--- src/hdl/amt_pkg.sv ---
// Shared types, codes and constants of the aging membership table.
`timescale 1ns / 1ps

package amt_pkg;

   // Table geometry and fixed field widths
   localparam int AMT_MAX_MEMBERS = 64;
   localparam int AMT_ADDR_W      = 32;
   localparam int AMT_TIME_W      = 32;
   localparam int AMT_ENTRY_W     = AMT_ADDR_W + AMT_TIME_W;
   localparam int AMT_REG_W       = 16;

   // Configuration reset values
   localparam logic [AMT_ADDR_W-1:0] OWN_ADDRESS_RESET  = 32'd0;
   localparam logic [AMT_REG_W-1:0]  MAX_INTERVAL_RESET = 16'd270;
   localparam logic [AMT_REG_W-1:0]  JITTER_RESET       = 16'd30;

   // Request codes
   typedef enum logic [1:0] {
      REQ_ADD    = 2'd0,
      REQ_REMOVE = 2'd1,
      REQ_EXPIRE = 2'd2,
      REQ_QUERY  = 2'd3
   } req_code_type;

   // Response status codes
   typedef enum logic [3:0] {
      ST_ADDED     = 4'd0,
      ST_REFRESHED = 4'd1,
      ST_SELF      = 4'd2,
      ST_FULL      = 4'd3,
      ST_REMOVED   = 4'd4,
      ST_NOT_FOUND = 4'd5,
      ST_EXPIRED   = 4'd6,
      ST_NONE_DUE  = 4'd7,
      ST_NEXT      = 4'd8,
      ST_EMPTY     = 4'd9
   } status_type;

   // Configuration register indexes
   typedef enum logic [1:0] {
      CSR_OWN_ADDRESS  = 2'd0,
      CSR_MAX_INTERVAL = 2'd1,
      CSR_JITTER       = 2'd2
   } csr_index_type;

   // Configuration values handed to the controller
   typedef struct packed {
      logic [AMT_ADDR_W-1:0] own_address;
      logic [AMT_REG_W-1:0]  max_interval;
      logic [AMT_REG_W-1:0]  jitter;
   } cfg_type;

endpackage

--- src/hdl/amt_if.sv ---
// Channel interfaces: request, response and configuration write.
`timescale 1ns / 1ps

interface amt_req_if;
   import amt_pkg::*;
   logic                  valid;
   logic                  ready;
   logic [1:0]            req_type;
   logic [AMT_ADDR_W-1:0] member_address;
   logic [AMT_TIME_W-1:0] lifetime;
   logic [AMT_TIME_W-1:0] now_seconds;

   modport source (output valid, req_type, member_address, lifetime, now_seconds,
                   input ready);
   modport sink   (input valid, req_type, member_address, lifetime, now_seconds,
                   output ready);
endinterface

interface amt_rsp_if #(parameter int CNT_W = $clog2(amt_pkg::AMT_MAX_MEMBERS + 1));
   import amt_pkg::*;
   logic                  valid;
   logic                  ready;
   logic [3:0]            status;
   logic [AMT_ADDR_W-1:0] found_address;
   logic [AMT_TIME_W-1:0] time_left;
   logic [CNT_W-1:0]      member_count;

   modport source (output valid, status, found_address, time_left, member_count,
                   input ready);
   modport sink   (input valid, status, found_address, time_left, member_count,
                   output ready);
endinterface


--- src/hdl/amt_ctrl.sv ---
// Request sequencer: scans the table memory, updates it and forms the response.
`timescale 1ns / 1ps

module amt_ctrl #(
   parameter int MAX_MEMBERS = amt_pkg::AMT_MAX_MEMBERS,
   localparam int CNT_W = $clog2(MAX_MEMBERS + 1),
   localparam int IDX_W = $clog2(MAX_MEMBERS)
) (
   input  logic                           clock,
   input  logic                           reset,
   amt_req_if.sink                        req_bus,
   amt_rsp_if.source                      rsp_bus,
   input  amt_pkg::cfg_type               cfg,
   output logic                           ram_wr_en,
   output logic [IDX_W-1:0]               ram_wr_addr,
   output logic [amt_pkg::AMT_ENTRY_W-1:0] ram_wr_data,
   output logic [IDX_W-1:0]               ram_rd_addr,
   input  logic [amt_pkg::AMT_ENTRY_W-1:0] ram_rd_data
);
   import amt_pkg::*;

   typedef enum logic [5:0] {
      S_IDLE = 6'b000001,
      S_CALC = 6'b000010,
      S_SCAN = 6'b000100,
      S_LAST = 6'b001000,
      S_MOVE = 6'b010000,
      S_DONE = 6'b100000
   } state_type;

   state_type             state_ff, state_in;
   req_code_type          op_ff, op_in;
   logic [AMT_ADDR_W-1:0] addr_ff, addr_in;
   logic [AMT_TIME_W-1:0] life_ff, life_in;
   logic [AMT_TIME_W-1:0] now_ff, now_in;
   logic [AMT_TIME_W-1:0] base_ff, base_in;
   logic [CNT_W-1:0]      count_ff, count_in;
   logic [CNT_W-1:0]      rd_idx_ff, rd_idx_in;
   logic                  rd_vld_ff, rd_vld_in;
   logic [IDX_W-1:0]      cmp_idx_ff, cmp_idx_in;
   logic [IDX_W-1:0]      hit_idx_ff, hit_idx_in;
   logic [AMT_TIME_W-1:0] best_ff, best_in;
   logic                  got_ff, got_in;
   status_type            st_ff, st_in;
   logic [AMT_ADDR_W-1:0] found_ff, found_in;
   logic [AMT_TIME_W-1:0] left_ff, left_in;
   logic                  rsp_valid_ff, rsp_valid_in;
   status_type            rsp_status_ff, rsp_status_in;
   logic [AMT_ADDR_W-1:0] rsp_found_ff, rsp_found_in;
   logic [AMT_TIME_W-1:0] rsp_left_ff, rsp_left_in;
   logic [CNT_W-1:0]      rsp_count_ff, rsp_count_in;

   logic [AMT_ADDR_W-1:0] q_addr;
   logic [AMT_TIME_W-1:0] q_exp;
   logic [AMT_TIME_W-1:0] life_sel;
   logic [AMT_TIME_W-1:0] expiry;
   logic [IDX_W-1:0]      last_idx;
   logic                  issue;
   logic                  hit;
   logic                  scan_end;
   logic                  out_free;

   // Split the stored entry and derive the scan controls
   assign q_addr   = ram_rd_data[AMT_ENTRY_W-1:AMT_TIME_W];
   assign q_exp    = ram_rd_data[AMT_TIME_W-1:0];
   assign life_sel = (life_ff > {15'd0, cfg.max_interval, 1'b0}) ?
                     {16'd0, cfg.max_interval} : life_ff;
   assign expiry   = base_ff + now_ff;
   assign last_idx = IDX_W'(count_ff - CNT_W'(1));
   assign issue    = (state_ff == S_SCAN) && (rd_idx_ff < count_ff);
   assign scan_end = !rd_vld_ff && (rd_idx_ff >= count_ff);
   assign out_free = !rsp_valid_ff || rsp_bus.ready;

   always_comb begin
      hit = 1'b0;
      if (rd_vld_ff) begin
         case (op_ff)
            REQ_ADD, REQ_REMOVE: hit = (q_addr == addr_ff);
            REQ_EXPIRE:          hit = (q_exp <= now_ff);
            default:             hit = 1'b0;
         endcase
      end
   end

   assign ram_rd_addr = (state_ff == S_LAST) ? last_idx : rd_idx_ff[IDX_W-1:0];

   // Sequencer
   always_comb begin
      state_in      = state_ff;
      op_in         = op_ff;
      addr_in       = addr_ff;
      life_in       = life_ff;
      now_in        = now_ff;
      base_in       = base_ff;
      count_in      = count_ff;
      rd_idx_in     = rd_idx_ff;
      rd_vld_in     = 1'b0;
      cmp_idx_in    = cmp_idx_ff;
      hit_idx_in    = hit_idx_ff;
      best_in       = best_ff;
      got_in        = got_ff;
      st_in         = st_ff;
      found_in      = found_ff;
      left_in       = left_ff;
      rsp_valid_in  = rsp_valid_ff && !rsp_bus.ready;
      rsp_status_in = rsp_status_ff;
      rsp_found_in  = rsp_found_ff;
      rsp_left_in   = rsp_left_ff;
      rsp_count_in  = rsp_count_ff;
      ram_wr_en     = 1'b0;
      ram_wr_addr   = cmp_idx_ff;
      ram_wr_data   = {addr_ff, expiry};

      case (state_ff)
         S_IDLE: begin
            if (req_bus.valid) begin
               op_in     = req_code_type'(req_bus.req_type);
               addr_in   = req_bus.member_address;
               life_in   = req_bus.lifetime;
               now_in    = req_bus.now_seconds;
               best_in   = '1;
               got_in    = 1'b0;
               found_in  = '0;
               left_in   = '0;
               rd_idx_in = '0;
               state_in  = S_CALC;
            end
         end
         S_CALC: begin
            base_in = life_sel + {16'd0, cfg.jitter};
            if ((op_ff == REQ_ADD) && (addr_ff == cfg.own_address)) begin
               st_in    = ST_SELF;
               state_in = S_DONE;
            end else begin
               state_in = S_SCAN;
            end
         end
         S_SCAN: begin
            // Issue one read per cycle, compare the entry read last cycle
            if (issue) begin
               rd_idx_in  = rd_idx_ff + CNT_W'(1);
               rd_vld_in  = 1'b1;
               cmp_idx_in = rd_idx_ff[IDX_W-1:0];
            end
            if (rd_vld_ff && (op_ff == REQ_QUERY) && (q_exp < best_ff)) begin
               best_in = q_exp;
               got_in  = 1'b1;
            end
            if (hit) begin
               rd_vld_in  = 1'b0;
               hit_idx_in = cmp_idx_ff;
               if (op_ff == REQ_ADD) begin
                  ram_wr_en   = 1'b1;
                  ram_wr_addr = cmp_idx_ff;
                  st_in       = ST_REFRESHED;
                  state_in    = S_DONE;
               end else begin
                  found_in = (op_ff == REQ_EXPIRE) ? q_addr : '0;
                  state_in = S_LAST;
               end
            end else if (scan_end) begin
               state_in = S_DONE;
               case (op_ff)
                  REQ_ADD: begin
                     if (count_ff >= CNT_W'(MAX_MEMBERS)) begin
                        st_in = ST_FULL;
                     end else begin
                        ram_wr_en   = 1'b1;
                        ram_wr_addr = count_ff[IDX_W-1:0];
                        count_in    = count_ff + CNT_W'(1);
                        st_in       = ST_ADDED;
                     end
                  end
                  REQ_REMOVE: st_in = ST_NOT_FOUND;
                  REQ_EXPIRE: st_in = ST_NONE_DUE;
                  default: begin
                     left_in = got_ff ? (best_ff - now_ff) : '1;
                     st_in   = (count_ff == '0) ? ST_EMPTY : ST_NEXT;
                  end
               endcase
            end
         end
         S_LAST: begin
            // Read address is the last entry this cycle
            state_in = S_MOVE;
         end
         S_MOVE: begin
            // Move the last entry into the freed slot
            ram_wr_en   = 1'b1;
            ram_wr_addr = hit_idx_ff;
            ram_wr_data = ram_rd_data;
            count_in    = count_ff - CNT_W'(1);
            st_in       = (op_ff == REQ_REMOVE) ? ST_REMOVED : ST_EXPIRED;
            state_in    = S_DONE;
         end
         S_DONE: begin
            // Hold until the response register is free
            if (out_free) begin
               rsp_valid_in  = 1'b1;
               rsp_status_in = st_ff;
               rsp_found_in  = found_ff;
               rsp_left_in   = left_ff;
               rsp_count_in  = count_ff;
               state_in      = S_IDLE;
            end
         end
         default: state_in = S_IDLE;
      endcase
   end

   // Control registers
   always_ff @(posedge clock) begin
      if (reset) begin
         state_ff     <= S_IDLE;
         count_ff     <= '0;
         rd_vld_ff    <= 1'b0;
         rsp_valid_ff <= 1'b0;
      end else begin
         state_ff     <= state_in;
         count_ff     <= count_in;
         rd_vld_ff    <= rd_vld_in;
         rsp_valid_ff <= rsp_valid_in;
      end
   end

   // Payload registers
   always_ff @(posedge clock) begin
      op_ff         <= op_in;
      addr_ff       <= addr_in;
      life_ff       <= life_in;
      now_ff        <= now_in;
      base_ff       <= base_in;
      rd_idx_ff     <= rd_idx_in;
      cmp_idx_ff    <= cmp_idx_in;
      hit_idx_ff    <= hit_idx_in;
      best_ff       <= best_in;
      got_ff        <= got_in;
      st_ff         <= st_in;
      found_ff      <= found_in;
      left_ff       <= left_in;
      rsp_status_ff <= rsp_status_in;
      rsp_found_ff  <= rsp_found_in;
      rsp_left_ff   <= rsp_left_in;
      rsp_count_ff  <= rsp_count_in;
   end

   assign req_bus.ready          = (state_ff == S_IDLE);
   assign rsp_bus.valid          = rsp_valid_ff;
   assign rsp_bus.status         = rsp_status_ff;
   assign rsp_bus.found_address  = rsp_found_ff;
   assign rsp_bus.time_left      = rsp_left_ff;
   assign rsp_bus.member_count   = rsp_count_ff;

endmodule

--- src/flat_wrapper.sv ---
// flat-port wrapper written by rule: the top's interface ports become plain ports
module amt_ctrl_flat import amt_pkg::*;
#(
   parameter int MAX_MEMBERS = amt_pkg::AMT_MAX_MEMBERS,
   localparam int CNT_W = $clog2(MAX_MEMBERS + 1),
   localparam int IDX_W = $clog2(MAX_MEMBERS)
)
  (clock, reset, cfg, ram_wr_en, ram_wr_addr, ram_wr_data, ram_rd_addr, ram_rd_data, req_bus_valid, req_bus_req_type, req_bus_member_address, req_bus_lifetime, req_bus_now_seconds, req_bus_ready, rsp_bus_valid, rsp_bus_status, rsp_bus_found_address, rsp_bus_time_left, rsp_bus_member_count, rsp_bus_ready);
  amt_req_if req_bus_i ();
  amt_rsp_if rsp_bus_i ();
  input  logic clock;
  input  logic reset;
  input  amt_pkg::cfg_type cfg;
  output logic ram_wr_en;
  output logic [IDX_W-1:0] ram_wr_addr;
  output logic [amt_pkg::AMT_ENTRY_W-1:0] ram_wr_data;
  output logic [IDX_W-1:0] ram_rd_addr;
  input  logic [amt_pkg::AMT_ENTRY_W-1:0] ram_rd_data;
  input wire logic [$bits(req_bus_i.valid)-1:0] req_bus_valid;
  input wire logic [$bits(req_bus_i.req_type)-1:0] req_bus_req_type;
  input wire logic [$bits(req_bus_i.member_address)-1:0] req_bus_member_address;
  input wire logic [$bits(req_bus_i.lifetime)-1:0] req_bus_lifetime;
  input wire logic [$bits(req_bus_i.now_seconds)-1:0] req_bus_now_seconds;
  output wire logic [$bits(req_bus_i.ready)-1:0] req_bus_ready;
  output wire logic [$bits(rsp_bus_i.valid)-1:0] rsp_bus_valid;
  output wire logic [$bits(rsp_bus_i.status)-1:0] rsp_bus_status;
  output wire logic [$bits(rsp_bus_i.found_address)-1:0] rsp_bus_found_address;
  output wire logic [$bits(rsp_bus_i.time_left)-1:0] rsp_bus_time_left;
  output wire logic [$bits(rsp_bus_i.member_count)-1:0] rsp_bus_member_count;
  input wire logic [$bits(rsp_bus_i.ready)-1:0] rsp_bus_ready;
  assign req_bus_i.valid = req_bus_valid;
  assign req_bus_i.req_type = req_bus_req_type;
  assign req_bus_i.member_address = req_bus_member_address;
  assign req_bus_i.lifetime = req_bus_lifetime;
  assign req_bus_i.now_seconds = req_bus_now_seconds;
  assign req_bus_ready = req_bus_i.ready;
  assign rsp_bus_valid = rsp_bus_i.valid;
  assign rsp_bus_status = rsp_bus_i.status;
  assign rsp_bus_found_address = rsp_bus_i.found_address;
  assign rsp_bus_time_left = rsp_bus_i.time_left;
  assign rsp_bus_member_count = rsp_bus_i.member_count;
  assign rsp_bus_i.ready = rsp_bus_ready;
  amt_ctrl #(.MAX_MEMBERS(MAX_MEMBERS)) u_core (.clock(clock), .reset(reset), .req_bus(req_bus_i), .rsp_bus(rsp_bus_i), .cfg(cfg), .ram_wr_en(ram_wr_en), .ram_wr_addr(ram_wr_addr), .ram_wr_data(ram_wr_data), .ram_rd_addr(ram_rd_addr), .ram_rd_data(ram_rd_data));
endmodule
--- config.mk ---
export PLATFORM = sky130hd
export DESIGN_NAME = amt_ctrl_flat
export DESIGN_NICKNAME = d
export VERILOG_FILES = /design/src/hdl/amt_pkg.sv /design/src/hdl/amt_if.sv /design/src/hdl/amt_ctrl.sv /design/src/flat_wrapper.sv
export SDC_FILE = /design/constraint.sdc
export NUM_CORES = 1
export LEC_CHECK = 0
export BUFFER_PORTS_ARGS = -buffer_cell sky130_fd_sc_hd__buf_2
export CELL_PAD_IN_SITES_DETAIL_PLACEMENT = 2
export CELL_PAD_IN_SITES_GLOBAL_PLACEMENT = 2
export CORE_MARGIN = 3
export CORE_UTILIZATION = 36
export DETAILED_ROUTE_END_ITERATION = 8
export HOLD_SLACK_MARGIN = 0.06
export PLACE_DENSITY = 0.8
export SLEW_MARGIN = 0
export SYNTH_ARGS = -nofsm -noshare
export SYNTH_HDL_FRONTEND = slang
export SYNTH_SLANG_ARGS = --single-unit
--- constraint.sdc ---
create_clock -name clock -period 7.8 [get_ports clock]
set_clock_uncertainty 0.05 [all_clocks]
set_input_delay 1.56 -clock clock [delete_from_list [all_inputs] [get_ports clock]]
set_output_delay 1.56 -clock clock [all_outputs]
set_load 0.01 [all_outputs]
# Word-level counts from Yosys, hierarchy flattened

Cells that the tools add are included.

Register bits: 340
Input port bits: 230
ROM bits: 0
Memories: 0
Latch bits: 0
Memory bits (writable): 0
Output and inout bits: 154
Word-level logic and storage cells: 147

Shift operators: 0
$lt $le $gt $ge: 6
$mul: 0
Equality and inequality tests: 25
Add/sub/neg operators: 6
Multiplexer cells: 59
Bitwise operators: 1
Reductions and logical operators: 29
Div/mod/pow operators: 0

Operator list:

| cell                                                   | count |
|---|---|
| two-way mux 32 bit                                     | 11 |
| case mux 32 bit (2 select lines)                       | 3 |
| two-way mux 6 bit                                      | 11 |
| == test 32 bit                                         | 2 |
| two-way mux 64 bit                                     | 1 |
| two-way mux 7 bit                                      | 6 |
| case mux 6 bit (6 select lines)                        | 1 |
| adder 32 x 16 -> 32 bit                                | 1 |
| adder 32 bit                                           | 1 |
| greater-than comparator 32 x 17 -> 1 bit               | 1 |
| less-or-equal comparator 32 bit                        | 1 |
| < comparator 32 bit                                    | 1 |
| subtractor 32 bit                                      | 1 |
| case mux 7 bit (2 select lines)                        | 2 |
| case mux 4 bit (3 select lines)                        | 2 |
| two-way mux 4 bit                                      | 4 |
| adder 7 x 1 -> 7 bit (second input constant)           | 2 |
| inequality test 2 bit (second input constant)          | 7 |
| two-way mux 1 bit                                      | 12 |
| case mux 6 bit (2 select lines)                        | 1 |
| inequality test 2 x 1 -> 1 bit (second input constant) | 5 |
| AND reduction 5 bit                                    | 2 |
| AND reduction 3 bit                                    | 3 |
| AND reduction 2 bit                                    | 4 |
| other kinds (27)                                       | 41 |

# Depth between registers and ports, before layout

Depth in word-level cells: 6
Mapped depth: 24
Gate-level depth less buffers: 24

# Worst setup path before layout

Ideal clock, no wire load.

Path kind: input to register
From: input cfg[24] (netlist name)
To: register u_core.base_ff[17], data pin
Arrival time: 5.725 ns
Buffers on the path: 1
Stages: 24
Library setup time: 0.267 ns
Path slack: 1.758 ns
Required time: 7.483 ns
Cells stage by stage: inv_1 > ha_1 > a21o_1 > a21o_1 > a21oi_1 > o21ai_1 > o21a_1 > o21ai_0 > nand3_1 > a21oi_1 > o21ai_1 > clkbuf_1 > mux2i_1 > ha_1 > a21o_1 > a21o_1 > a21oi_1 > o21ai_1 > a41o_1 > o41a_1 > a41o_1 > o21a_1 > nor2_1 > a211oi_1

Longest elaborated chain between the ends: 3

RTL lines:

| item                                     | RTL line           | source |
|---|---|---|
| start, declared                          | flat_wrapper.sv:13 | `input amt_pkg::cfg_type cfg;` |
| greater-than comparator 32 x 17 -> 1 bit | amt_ctrl.sv:66     | `assign life_sel = (life_ff > {15'd0, cfg.max_interval, 1'b0}) ?` |
| two-way mux 32 bit (*)                   | amt_ctrl.sv:66     |  |
| adder 32 x 16 -> 32 bit (*)              | amt_ctrl.sv:130    | `base_in = life_sel + {16'd0, cfg.jitter};` |
| end signal, assigned                     | amt_ctrl.sv:232    | `base_ff <= base_in;` |
| end, declared                            | amt_ctrl.sv:36     | `logic [AMT_TIME_W-1:0] base_ff, base_in;` |

Every way passes the cells marked *; elsewhere a longest branch is shown, timed or not.
A chain may end at the register's enable or synchronous reset.

# Worst setup path after layout

From: input cfg[24] (netlist name)
To: register u_core.base_ff[16], data pin

Same word-level chain as after synthesis.

==> impl_results.md <==
* Status: completed
* Critical Path RT at 8.12 ns
* Worst hold start: u_core.found_ff[24]$_SDFFCE_PN0P_
* Post-synth EDFFs at 325
* Fill count at 5414
* CORE AREA at 52000 um^2
* Die H at 237 um
* Layout cell share with drive strength beyond 1 at 0.231
* CTS sink count at 340
* Fin cells at 2824
* Routed len/inst at 23.7 um
* Number of setup buffers added after CTS at 0
* Seq/Total Area, Yosys at 0.525
* I/O pin cnt at 384
* Hold buffers post-CTS at 0
* Hold Path Stages at 0
* GP Congestion at 0.873
* Initial antenna violation count at 9
* P_leak at 10.1 nW
* Setup_tns at 0 ns
* Post-route ant nets at 0
* Headroom to the max-slew limit at 0.248
* Post-CTS Resized at 0
* Global-route wire length before repair at 102000 um
* CP Launch Type: input pin
* Crit-path leading delay family: compound AO/OA/AOI/OAI gates
* Worst r2r path cells at 24
* Final #Nets at 2512
* Placed Instances at 2742
* Worst R2R Start: u_core.life_ff[9]$_DFFE_PP_
* Port buffer count at 383
* Vias in the first global route at 16.8k
* Area growth from synthesis to layout at 21.7%
* Total Routing Usage GR at 0.236
* CTS max path bufs at 3
* Slew @ Worst Pin at 1.12 ns
* Min-Delay Endpoint: u_core.rsp_bus.found_address[24]$_DFFE_PP_
* Fin crit share at 0.791
* Detailed Route WL at 67000 um
* R2R setup slack at 2.34 ns
* CP max stage delay at 0.41 ns
* WP data arrival at 6.49 ns
* Die W at 237 um
* Number of synthesized register bits at 340
* Die Area at 56000 um^2
* Crit Path Class: in2reg
* Largest cells by area after synthesis: edfxtp_1 51%, ha_1 11%, xnor2_1 4.2%
* Tightest Hold Check Type: reg2reg
* RSZ-0062 raised after global routing: false
* Initial Util at 0.368
* Mapped Cells at 1699
* Sequential cell area at 10100 um^2
* Final hold viol count at 0
* CTS tree: done
* Max-slew violations at 0
* Post-Layout Inst Area at 23300 um^2
* Final setup violation count at 0
* Dpl hpwl at 53300 um
* Library cells used by synthesis at 70
* Average size of a mapped cell at 11.3 um^2
* DRT Pass-1 Iters at 6
* Drt drc at 0
* Clk slew on worst S/H paths at 0.06 ns
* Max-cap violations at 0
* Latest clock arrival within the worst-skew pair at 0.57 ns
* Mapped Area at 19200 um^2
* CTS buffer count at 42
* CP Capture Type: flip-flop
* Vias at 14.8k
* Area occupied by multi-input gates at 8550 um^2
* Via density at 5.26
* Area fraction of the dominant cell type after synthesis at 0.509
* Reg2reg end: u_core.base_ff[16]$_DFFE_PP_
* Buf/Inv on CP at 3
* CP max FO at 16
* Pwr dens at 206 nW/um^2
* CTS Root Cell: clkbuf_16
* Min Tclk post-route at 6.17 ns
* Max VDD drop at 0.000168 V
* Ys async rst share at 0
* DRT iter0 DRCs at 703
* Slowest CP cell: fa_1
* H-tree levels at 2
* Number of core rows at 83
* Yosys top cell by area: edfxtp_1
* Main synth FF type: edfxtp_1
* Total global routing overflow at 0
* Pin count of the biggest net entering global routing at 76
* Achievable Freq at 162 MHz
* Cell Area, Placed at 21900 um^2
* Yosys warnings at 0
==> synth_stat cells (all sizes together), types with 22 or more instances <==
cell      n
nand2b   48
nand3    22
edfxtp  325
nand2   190
and3     41
ha      173
nor2     63
a21oi   114
nand4    34
xor2     52
clkbuf   41
inv     118
a21o     53
o21ai    85
xnor2    91
==> where the power goes <==
part / internal, W / switching [W] / total [W]
clock: 0.00117 / 0.000786 / 0.00196
sequential: 0.00209 / 0.0000498 / 0.00214
combinational: 0.000284 / 0.000434 / 0.000718
==> how the worst max path moves through the flow <==
stage,start,end,cells after the start
after floorplan,cfg[24],u_core.base_ff[17]$_DFFE_PP_,24
after global placement,cfg[24],u_core.base_ff[16]$_DFFE_PP_,26
after detailed placement,cfg[24],u_core.base_ff[16]$_DFFE_PP_,26
after CTS,cfg[24],u_core.base_ff[16]$_DFFE_PP_,26
after global routing,cfg[24],u_core.base_ff[16]$_DFFE_PP_,26
final,cfg[24],u_core.base_ff[16]$_DFFE_PP_,26
==> final cells by class <==
cell class | count | area share
clock buffer | 55 | 0.0494
multi-input combinational | 1207 | 0.367
tap | 680 | 0.0365
antenna | 6 | 0.000644
inverter | 118 | 0.0191
sequential | 340 | 0.431
timing repair buffer | 397 | 0.0867
clock inverter | 21 | 0.00934
==> metal layers <==
metal | GRT usage | part of all wire | up-vias
met3 | 0.0461 | 0.046 | 78
met5 | 0 | 0.00061 | -
met4 | 0.0464 | 0.018 | 6
met1 | 0.300 | 0.43 | 7444
li1 | - | - | 7021
met2 | 0.419 | 0.51 | 292
==> stage by stage <==
| stage | utilization | hold slack [ns] | power (W) | setup WS (ns) |
|---|---|---|---|---|
| floorplan | - | 0.350 | 0.00258 | 1.76 |
| global placement | 0.422 | 0.351 | 0.00285 | 1.33 |
| detailed placement | 0.422 | 0.355 | 0.00289 | 1.05 |
| CTS | 0.448 | 0.369 | 0.00487 | 1.63 |
| global route | 0.448 | 0.373 | 0.00501 | 1.30 |
| finish | 0.448 | 0.368 | 0.00481 | 1.63 |
==> state kept, by name (all words and copies together), names as in the netlist, 2 cells and up <==
register,cells
u_core.st_ff,4
u_core.now_ff,32
u_core.life_ff,32
u_core.count_ff,7
u_core.rsp_bus.member_count,7
u_core.hit_idx_ff,6
u_core.rsp_bus.time_left,32
u_core.rd_idx_ff,7
u_core.left_ff,32
u_core.best_ff,32
u_core.op_ff,2
u_core.rsp_bus.status,4
u_core.cmp_idx_ff,6
u_core.base_ff,32
u_core.found_ff,32
u_core.state_ff,6
u_core.rsp_bus.found_address,32
u_core.addr_ff,32
==> layout by cell type, fill, tap and decap left out, drive strengths merged, types with 5 or more instances in the layout <==
master | netlist | layout
conb | 1 | 14
o22ai | 5 | 5
nand3 | 22 | 22
edfxtp | 325 | 325
o21a | 18 | 18
and3 | 41 | 41
clkinv | 0 | 11
inv | 118 | 120
or3 | 8 | 8
a31oi | 7 | 7
clkbuf | 41 | 55
dfxtp | 15 | 15
o21ai | 85 | 85
a21o | 53 | 53
nor4 | 15 | 15
nor2b | 15 | 15
o31a | 5 | 5
buf | 6 | 397
mux2 | 16 | 16
nor3b | 5 | 5
and2 | 6 | 6
xor2 | 52 | 52
a22oi | 7 | 7
nor2 | 63 | 63
xnor2 | 91 | 91
a211oi | 18 | 18
diode | 0 | 6
nand2 | 190 | 190
nand2b | 48 | 48
and4 | 6 | 6
a21oi | 114 | 114
nand3b | 5 | 5
ha | 173 | 173
nand4 | 34 | 34
nor3 | 17 | 17
o21bai | 11 | 11
==> worst register-to-register path: stages (launching register included) <==
cell	delay, ns
edfxtp_1	0.42
ha_1	0.32
a21o_1	0.16
a21o_1	0.16
a21oi_1	0.15
o21ai_1	0.11
o21a_1	0.18
o21ai_0	0.16
nand3_1	0.09
a21oi_1	0.22
o21ai_1	0.09
buf_4	0.21
mux2_2	0.30
ha_1	0.21
fa_1	0.41
a21o_1	0.20
a21o_1	0.20
a21oi_1	0.22
o21ai_1	0.14
a41o_1	0.28
o41a_1	0.37
nand4_1	0.12
nand3b_1	0.08
a21oi_1	0.18
xor2_1	0.23
==> kinds of logic (layout without fill, tap and decap cells) <==
logic type / after synthesis / count (layout) / synth area share
AOI/OAI and AO/OA: 365 / 365 / 0.122
xor gates and xnor gates: 143 / 143 / 0.0654
adders and majority gates: 176 / 176 / 0.116
buffers and inverters: 165 / 591 / 0.0325
DFF: 340 / 340 / 0.525
muxes: 20 / 20 / 0.0115
other: 1 / 20 / 0.000196
and+or+nand+nor: 489 / 489 / 0.127
Note: power is estimated with default switching activity, not from simulation.
